**config.mk**
```make
export PLATFORM = sky130hd
export DESIGN_NAME = randomized_set_engine_flat
export DESIGN_NICKNAME = d
export VERILOG_FILES = /design/src/design/rse_pkg.sv /design/src/design/rse_in_if.sv /design/src/design/rse_out_if.sv /design/src/design/randomized_set_engine.sv /design/src/flat_wrapper.sv
export SDC_FILE = /design/constraint.sdc
export NUM_CORES = 2
export LEC_CHECK = 0
export ABC_CLOCK_PERIOD_IN_PS = 10780
export BUFFER_PORTS_ARGS = -buffer_cell sky130_fd_sc_hd__buf_2
export CORE_MARGIN = 4
export CORE_UTILIZATION = 31
export CTS_CLUSTER_SIZE = 28
export DETAILED_ROUTE_END_ITERATION = 12
export PLACE_DENSITY_LB_ADDON = 0.05
export SYNTH_ARGS = -nofsm -noshare
export SYNTH_HDL_FRONTEND = slang
export SYNTH_SLANG_ARGS = --single-unit
```
**constraint.sdc**
```tcl
create_clock -name clk -period 10.78 [get_ports clk]
set_clock_uncertainty 0.15 [all_clocks]
set_input_delay 0.539 -clock clk [delete_from_list [all_inputs] [get_ports clk]]
set_output_delay 0.539 -clock clk [all_outputs]
set_load 0.1 [all_outputs]
```
**src/design/rse_pkg.sv**
```systemverilog
// shared types and codes for the randomized set engine
`timescale 1ns / 1ps
package rse_pkg;

	localparam int VALUE_W = 32;
	localparam int DRAW_W  = 31;
	localparam int COUNT_W = 7;
	localparam int CMD_W   = 2;
	localparam int STAT_W  = 2;
	localparam int DBIT_W  = $clog2(DRAW_W);

	typedef logic [CMD_W-1:0]  cmd_t;
	typedef logic [STAT_W-1:0] status_t;

	localparam cmd_t CMD_INSERT = 2'd0;
	localparam cmd_t CMD_REMOVE = 2'd1;
	localparam cmd_t CMD_RANDOM = 2'd2;

	localparam status_t STAT_DONE  = 2'd0;
	localparam status_t STAT_MISS  = 2'd1;
	localparam status_t STAT_FULL  = 2'd2;
	localparam status_t STAT_EMPTY = 2'd3;

endpackage

```
**src/design/rse_in_if.sv**
```systemverilog
// request channel: command, value and random draw
`timescale 1ns / 1ps
interface rse_in_if import rse_pkg::*; ();
	logic                      valid;
	logic                      ready;
	cmd_t                      cmd;
	logic signed [VALUE_W-1:0] value;
	logic [DRAW_W-1:0]         random_draw;

	modport source (output valid, output cmd, output value, output random_draw, input ready);
	modport sink (input valid, input cmd, input value, input random_draw, output ready);
endinterface

```
**src/design/rse_out_if.sv**
```systemverilog
// response channel: status, picked member and member count
`timescale 1ns / 1ps
interface rse_out_if import rse_pkg::*; ();
	logic                      valid;
	logic                      ready;
	status_t                   status;
	logic signed [VALUE_W-1:0] picked_value;
	logic [COUNT_W-1:0]        member_count;

	modport source (output valid, output status, output picked_value, output member_count,
		input ready);
	modport sink (input valid, input status, input picked_value, input member_count,
		output ready);
endinterface

```
**src/design/randomized_set_engine.sv**
```systemverilog
// randomized set engine: dense member store with insert, remove and random pick
// one request in flight; ready only while the sequencer is idle
// insert: linear scan of the store, one entry a cycle, one read port
// remove: scan, read of the last member, move into the freed slot
// random: 31-step restoring modulo of the draw, then one store read
// reset clears the count, sequencer and output valid flag; store contents stay undefined
`timescale 1ns / 1ps
module randomized_set_engine import rse_pkg::*; #(
	parameter int CAPACITY = 64
) (
	input  logic      clk,
	input  logic      arst_n,
	rse_in_if.sink    req,
	rse_out_if.source rsp
);

	localparam int AW = (CAPACITY > 1) ? $clog2(CAPACITY) : 1;
	localparam int CW = $clog2(CAPACITY + 1);

	typedef enum logic [7:0] {
		S_IDLE = 8'b0000_0001,
		S_SCAN = 8'b0000_0010,
		S_LAST = 8'b0000_0100,
		S_MOVE = 8'b0000_1000,
		S_DIV  = 8'b0001_0000,
		S_PICK = 8'b0010_0000,
		S_GRAB = 8'b0100_0000,
		S_RESP = 8'b1000_0000
	} state_t;

	state_t state_q;

	logic [VALUE_W-1:0] mem [CAPACITY];
	logic [VALUE_W-1:0] rd_data_q;

	cmd_t               cmd_q;
	logic [VALUE_W-1:0] value_q;
	logic [DRAW_W-1:0]  draw_q;
	logic [DBIT_W-1:0]  bit_q;
	logic [CW-1:0]      rem_q;
	logic [CW-1:0]      cnt_q;
	logic [CW-1:0]      addr_q;
	logic [AW-1:0]      idx_s1;
	logic               pend_s1;
	logic [AW-1:0]      slot_q;
	status_t            res_stat_q;
	logic [VALUE_W-1:0] res_pick_q;

	logic               out_vq;
	status_t            out_stat_q;
	logic [VALUE_W-1:0] out_pick_q;
	logic [COUNT_W-1:0] out_cnt_q;

	logic               more;
	logic               scan_issue;
	logic               scan_hit;
	logic               scan_miss;
	logic               is_full;
	logic               resp_load;
	logic               rd_en;
	logic [AW-1:0]      rd_addr;
	logic               wr_en;
	logic [AW-1:0]      wr_addr;
	logic [VALUE_W-1:0] wr_data;
	logic [CW:0]        rem_sh;
	logic               rem_ge;

	assign more       = addr_q < cnt_q;
	assign scan_hit   = (state_q == S_SCAN) && pend_s1 && (rd_data_q == value_q);
	assign scan_issue = (state_q == S_SCAN) && more && !scan_hit;
	assign scan_miss  = (state_q == S_SCAN) && !pend_s1 && !more;
	assign is_full    = cnt_q == CW'(CAPACITY);
	assign resp_load  = (state_q == S_RESP) && (!out_vq || rsp.ready);

	// compare/subtract step of the restoring modulo
	assign rem_sh = {rem_q, draw_q[DRAW_W-1]};
	assign rem_ge = rem_sh >= {1'b0, cnt_q};

	always_comb begin
		rd_en   = 1'b0;
		rd_addr = addr_q[AW-1:0];
		case (state_q)
			S_SCAN: begin
				rd_en = scan_issue;
			end
			S_LAST: begin
				rd_en   = 1'b1;
				rd_addr = AW'(cnt_q - 1'b1);
			end
			S_PICK: begin
				rd_en   = 1'b1;
				rd_addr = rem_q[AW-1:0];
			end
			default: begin
				rd_en = 1'b0;
			end
		endcase
	end

	always_comb begin
		wr_en   = 1'b0;
		wr_addr = cnt_q[AW-1:0];
		wr_data = value_q;
		if (scan_miss && cmd_q == CMD_INSERT && !is_full) begin
			wr_en = 1'b1;
		end else if (state_q == S_MOVE) begin
			wr_en   = 1'b1;
			wr_addr = slot_q;
			wr_data = rd_data_q;
		end
	end

	always_ff @(posedge clk) begin
		if (wr_en) begin
			mem[wr_addr] <= wr_data;
		end
		if (rd_en) begin
			rd_data_q <= mem[rd_addr];
		end
	end

	always_ff @(posedge clk or negedge arst_n) begin
		if (!arst_n) begin
			state_q <= S_IDLE;
			cnt_q   <= '0;
			pend_s1 <= 1'b0;
			out_vq  <= 1'b0;
		end else begin
			if (resp_load) begin
				out_vq <= 1'b1;
			end else if (rsp.ready) begin
				out_vq <= 1'b0;
			end
			case (state_q)
				S_IDLE: begin
					if (req.valid) begin
						cmd_q      <= req.cmd;
						value_q    <= req.value;
						draw_q     <= req.random_draw;
						addr_q     <= '0;
						pend_s1    <= 1'b0;
						rem_q      <= '0;
						bit_q      <= DBIT_W'(DRAW_W - 1);
						res_stat_q <= (req.cmd == CMD_RANDOM && cnt_q == '0) ?
							STAT_EMPTY : STAT_DONE;
						res_pick_q <= '0;
						case (req.cmd)
							CMD_INSERT, CMD_REMOVE: begin
								state_q <= S_SCAN;
							end
							CMD_RANDOM: begin
								if (cnt_q == '0) begin
									state_q <= S_RESP;
								end else begin
									state_q <= S_DIV;
								end
							end
							default: begin
								state_q <= S_RESP;
							end
						endcase
					end
				end
				S_SCAN: begin
					// read of one entry overlaps the compare of the previous one
					pend_s1 <= scan_issue;
					if (scan_issue) begin
						idx_s1 <= addr_q[AW-1:0];
						addr_q <= addr_q + 1'b1;
					end
					if (scan_hit) begin
						slot_q <= idx_s1;
						if (cmd_q == CMD_REMOVE) begin
							state_q <= S_LAST;
						end else begin
							res_stat_q <= STAT_MISS;
							state_q    <= S_RESP;
						end
					end else if (scan_miss) begin
						if (cmd_q == CMD_REMOVE) begin
							res_stat_q <= STAT_MISS;
						end else if (is_full) begin
							res_stat_q <= STAT_FULL;
						end else begin
							cnt_q <= cnt_q + 1'b1;
						end
						state_q <= S_RESP;
					end
				end
				S_LAST: begin
					state_q <= S_MOVE;
				end
				S_MOVE: begin
					cnt_q   <= cnt_q - 1'b1;
					state_q <= S_RESP;
				end
				S_DIV: begin
					rem_q  <= rem_ge ? CW'(rem_sh - {1'b0, cnt_q}) : rem_sh[CW-1:0];
					draw_q <= draw_q << 1;
					bit_q  <= bit_q - 1'b1;
					if (bit_q == '0) begin
						state_q <= S_PICK;
					end
				end
				S_PICK: begin
					state_q <= S_GRAB;
				end
				S_GRAB: begin
					res_pick_q <= rd_data_q;
					state_q    <= S_RESP;
				end
				S_RESP: begin
					if (resp_load) begin
						out_stat_q <= res_stat_q;
						out_pick_q <= res_pick_q;
						out_cnt_q  <= COUNT_W'(cnt_q);
						state_q    <= S_IDLE;
					end
				end
				default: begin
					state_q <= S_IDLE;
				end
			endcase
		end
	end

	assign req.ready        = state_q == S_IDLE;
	assign rsp.valid        = out_vq;
	assign rsp.status       = out_stat_q;
	assign rsp.picked_value = out_pick_q;
	assign rsp.member_count = out_cnt_q;

	a_cnt_bound: assert property (@(posedge clk) disable iff (!arst_n)
		cnt_q <= CW'(CAPACITY))
		else $error("member count above capacity");

	a_cnt_step: assert property (@(posedge clk) disable iff (!arst_n)
		!$stable(cnt_q) |-> (cnt_q == CW'($past(cnt_q) + 1'b1) ||
			cnt_q == CW'($past(cnt_q) - 1'b1)))
		else $error("member count moved by more than one");

	a_pick_done: assert property (@(posedge clk) disable iff (!arst_n)
		(out_vq && out_pick_q != '0) |-> out_stat_q == STAT_DONE)
		else $error("nonzero pick on a failed request");

	a_wr_busy: assert property (@(posedge clk) disable iff (!arst_n)
		wr_en |-> state_q != S_IDLE)
		else $error("store written while idle");

	a_empty_cnt: assert property (@(posedge clk) disable iff (!arst_n)
		(out_vq && out_stat_q == STAT_EMPTY) |-> out_cnt_q == '0)
		else $error("empty status with members present");

endmodule
```
**src/flat_wrapper.sv**
```systemverilog
// flat-port wrapper written by rule: the top's interface ports become plain ports
module randomized_set_engine_flat import rse_pkg::*;
#(
	parameter int CAPACITY = 64
)
  (clk, arst_n, req_valid, req_cmd, req_value, req_random_draw, req_ready, rsp_valid, rsp_status, rsp_picked_value, rsp_member_count, rsp_ready);
  rse_in_if req_i ();
  rse_out_if rsp_i ();
  input  logic clk;
  input  logic arst_n;
  input wire logic [$bits(req_i.valid)-1:0] req_valid;
  input wire logic [$bits(req_i.cmd)-1:0] req_cmd;
  input wire logic [$bits(req_i.value)-1:0] req_value;
  input wire logic [$bits(req_i.random_draw)-1:0] req_random_draw;
  output wire logic [$bits(req_i.ready)-1:0] req_ready;
  output wire logic [$bits(rsp_i.valid)-1:0] rsp_valid;
  output wire logic [$bits(rsp_i.status)-1:0] rsp_status;
  output wire logic [$bits(rsp_i.picked_value)-1:0] rsp_picked_value;
  output wire logic [$bits(rsp_i.member_count)-1:0] rsp_member_count;
  input wire logic [$bits(rsp_i.ready)-1:0] rsp_ready;
  assign req_i.valid = req_valid;
  assign req_i.cmd = req_cmd;
  assign req_i.value = req_value;
  assign req_i.random_draw = req_random_draw;
  assign req_ready = req_i.ready;
  assign rsp_valid = rsp_i.valid;
  assign rsp_status = rsp_i.status;
  assign rsp_picked_value = rsp_i.picked_value;
  assign rsp_member_count = rsp_i.member_count;
  assign rsp_i.ready = rsp_ready;
  randomized_set_engine #(.CAPACITY(CAPACITY)) u_core (.clk(clk), .arst_n(arst_n), .req(req_i), .rsp(rsp_i));
endmodule
```
==> flow_summary.ini <==
[power]
swShare_pct = 29.29
ir_worst_vdd_mv = 0.1357
combinationalPowerShare_pct = 16.9
cellLeakagePower_nw = 34.23
pwr-share-clk_pct = 38.1
switchingPower_mw = 6.639
internal_power_mw = 16.03
power_mw = 22.67
p_seq_share_pct = 45.0
power_per_cell_area_nw_per_um2 = 217.8

[grt]
grt_pass1_wl_microns = 445100
globalRouteTotalUtil_pct = 21.54
antenna_found_initial = 29
grt_max_degree = 142
overflow = 0
grt_pass1_vias = 53220

[logic_synthesis]
synth_edf_count = 2251
ys_ff_latch = 2268
synthArstFlopShare_pct = 0.7496
synth_ff_type = edfxtp_1
ys_seq_area_share_pct = 76.53
avgSynthCellArea_sq_um = 14.35
synth_fp_nets = 6282
synth_cell_types = 71
postSynthCellCount = 6194
yosysWarnings = 0
syn_area_sq_um = 88880

[critical_path]
critPathLaunchType = flop
arrival_ns = 6.68
critPathCaptureType = flop
r2r_end = u_core.rd_data_q[16]
reg2reg_depth = 10
cp_max_fo = 122
crit_type = reg2reg
worstPathRequired_ns = 11.32
rrSetupSlack_ns = 4.64
r2r-start = u_core.state_q[1]

[drt]
drc = 0
drt_wl_total_microns = 325700
via_count = 54360
via_per_inst = 5.210
drtIter0Drc = 5194
dr.pass1.iters = 6
ant_nets = 0
avgRoutedWirePerCell_microns = 31.22

[finish]
final_nets = 6566
drive_gt1_share_pct = 13.01
nFillCells = 27190
area_growth_pct = 17.09

[hold_path]
whs_path_depth = 0
hold_path_end = u_core.slot_q[1]
hp-class = reg2reg
hold_start = u_core.idx_s1[1]

[sta]
period_minus_slack_ns = 6.137
fmax_mhz = 163.0
setup_viol = 0
timing.final.hold_violations = 0
drv_slew = 0
worstMarginPinSlew_ns = 1.327
tns_ns = 0
min_period_over_period_pct = 56.93
relSlewSlack_pct = 10.69
rsz0062_at_grt = no

[place]
routabilityCongestion = 0.7655
port_buffers = 111
dp_hpwl_microns = 172500

[die]
io_pins = 112
core_sq_um = 285200
die_w_microns = 543.4
die-area_sq_um = 295300
rows = 196
die_h_microns = 543.4
initial_core_util_pct = 31.16

[clock_network]
cts_num_sinks = 2268
post_cts_buffers = 0
max-clock-path-buffers = 4
root_buffer = clkbuf_16
cts_inserted_buffers = 275
cts_tree = yes
clkLatencyLatePin_ns = 0.87
clk_pin_slew_worst_paths_ns = 0.06
htreeDepth = 5

[flow_run]
max_cap_viol_count = 0

[outcome]
status = finished, final reports clean
## layout by cell type (no fill, tap or decap), types with 39 or more instances in the layout
master and n:
edfxtp_1 2251, nand2_1 1705, nand3_1 510, clkbuf_16 284
mux2i_1 258, a32oi_1 221, a31oi_1 221, buf_4 175
buf_2 112, dlygate4sd3_1 70, nor2_4 66, clkbuf_1 63
a21oi_1 53, clkinv_1 52, nor2_1 43, xnor2_1 42
nor4_2 39
## synthesized netlist by cell type, types with 21 or more instances
master,n,area (sq um)
nor3_1,21,105.1
and2_1,38,237.7
clkbuf_1,159,596.8
a32oi_1,222,1944
xnor2_1,42,367.9
buf_2,166,830.8
mux2i_1,258,2582
nor4_1,75,469.2
a31oi_1,222,1389
nand4_1,32,200.2
buf_4,30,225.2
nand2_1,1737,6520
nand3_1,510,2552
nor2_1,111,416.7
a21oi_1,55,275.3
mux2_2,22,247.7
edfxtp_1,2251,67590
## cells by family (layout without fill, tap and decap cells)
kind of cell	after synthesis	after routing	synth area share, %
AND/OR/NAND/NOR	2575	2575	12.26
flip-flops	2268	2268	76.53
AO/OA/AOI/OAI	599	599	4.932
buffers and inverters	393	864	2.071
multiplexers	290	290	3.438
XOR/XNOR	50	50	0.4927
adder cells (fa/ha/maj)	19	19	0.2759
other	0	6	0
## worst max-delay path: stages, from the launching register on
cell     delay, ns
dfrtp_1       0.44
nor4_4        0.73
and4_1        0.42
a311o_2       0.59
buf_4         0.69
buf_12        0.55
nand2_1       0.12
a32oi_1       0.22
a31oi_1       0.30
nor4_1        1.18
mux2_2        0.34
## what timing repair did
action / in CTS / in global routing
hold endpoints to repair: 88 / 0
hold buffers: 70 / 0
resized for setup: 0 / 0
## how the worst max path moves through the flow
stage | startpoint | cells past startpoint | endpoint | slack [ns]
after CTS | u_core.state_q[1] | 10 | u_core.rd_data_q[23] | 4.54
after global placement | u_core.state_q[1] | 10 | u_core.rd_data_q[18] | 3.31
after global routing | u_core.state_q[1] | 11 | u_core.rd_data_q[27] | 4.34
final | u_core.state_q[1] | 10 | u_core.rd_data_q[16] | 4.64
after detailed placement | u_core.state_q[1] | 10 | u_core.rd_data_q[23] | 4.54
after floorplan | u_core.state_q[1] | 6 | u_core.bit_q[0] | 5.55
## layer usage
metal	track usage, %	vias to the layer above	part of all wire (%)
met5	0	-	0.0077
met4	6.104	4	2.9
met3	4.393	408	6.6
met2	33.11	1654	44
met1	30.89	28440	46
li1	-	23850	-
## layout make-up
| type | instances | area [sq um] | share of cell area (%) |
|---|---|---|---|
| Antenna cell | 6 | 15.01 | 0.01443 |
| Clock inverter | 115 | 799.5 | 0.7683 |
| Timing Repair Buffer | 380 | 2990 | 2.874 |
| Sequential cell | 2268 | 68020 | 65.36 |
| Clock buffer | 349 | 7371 | 7.083 |
| Multi-Input combinational cell | 3533 | 20090 | 19.30 |
| Tap cell | 3762 | 4707 | 4.523 |
| Inverter | 20 | 75.07 | 0.07214 |
## power groups by stage
stage | clock network, mW | logic (mW) | registers [mW]
global route | 9.27 | 4.09 | 10.2
detailed placement | 0 | 3.85 | 10.4
global placement | 0 | 3.79 | 10.4
finish | 8.65 | 3.83 | 10.2
CTS | 8.89 | 3.88 | 10.2
floorplan | 0 | 2.01 | 10.4
## registers in the layout (all words and copies together) (netlist names), 5 cells and up
| signal | flops |
|---|---|
| u_core.res_pick_q | 32 |
| u_core.cnt_q | 7 |
| u_core.rem_q | 7 |
| u_core.rsp.picked_value | 32 |
| u_core.idx_s1 | 6 |
| u_core.addr_q | 7 |
| u_core.rsp.member_count | 7 |
| u_core.rd_data_q | 32 |
| u_core.slot_q | 6 |
| u_core.value_q | 32 |
| u_core.draw_q | 31 |
| u_core.mem | 2048 |
| u_core.state_q | 8 |
| u_core.bit_q | 5 |
## stage by stage
step / cells / instance area (sq um) / util (%) / worst slack [ns] / hold slack (ns)
after floorplan: 6194 / 88880 / - / 5.553 / 0.09341
after global placement: 9879 / 94940 / 33.29 / 3.309 / 0.2537
after detailed placement: 9893 / 95180 / 33.37 / 4.545 / 0.2545
after CTS: 10430 / 104100 / 36.48 / 4.542 / 0.1974
after global routing: 10430 / 104100 / 36.48 / 4.337 / 0.2152
final: 10430 / 104100 / 36.49 / 4.643 / 0.2551
(Power assumes the default switching activity.)
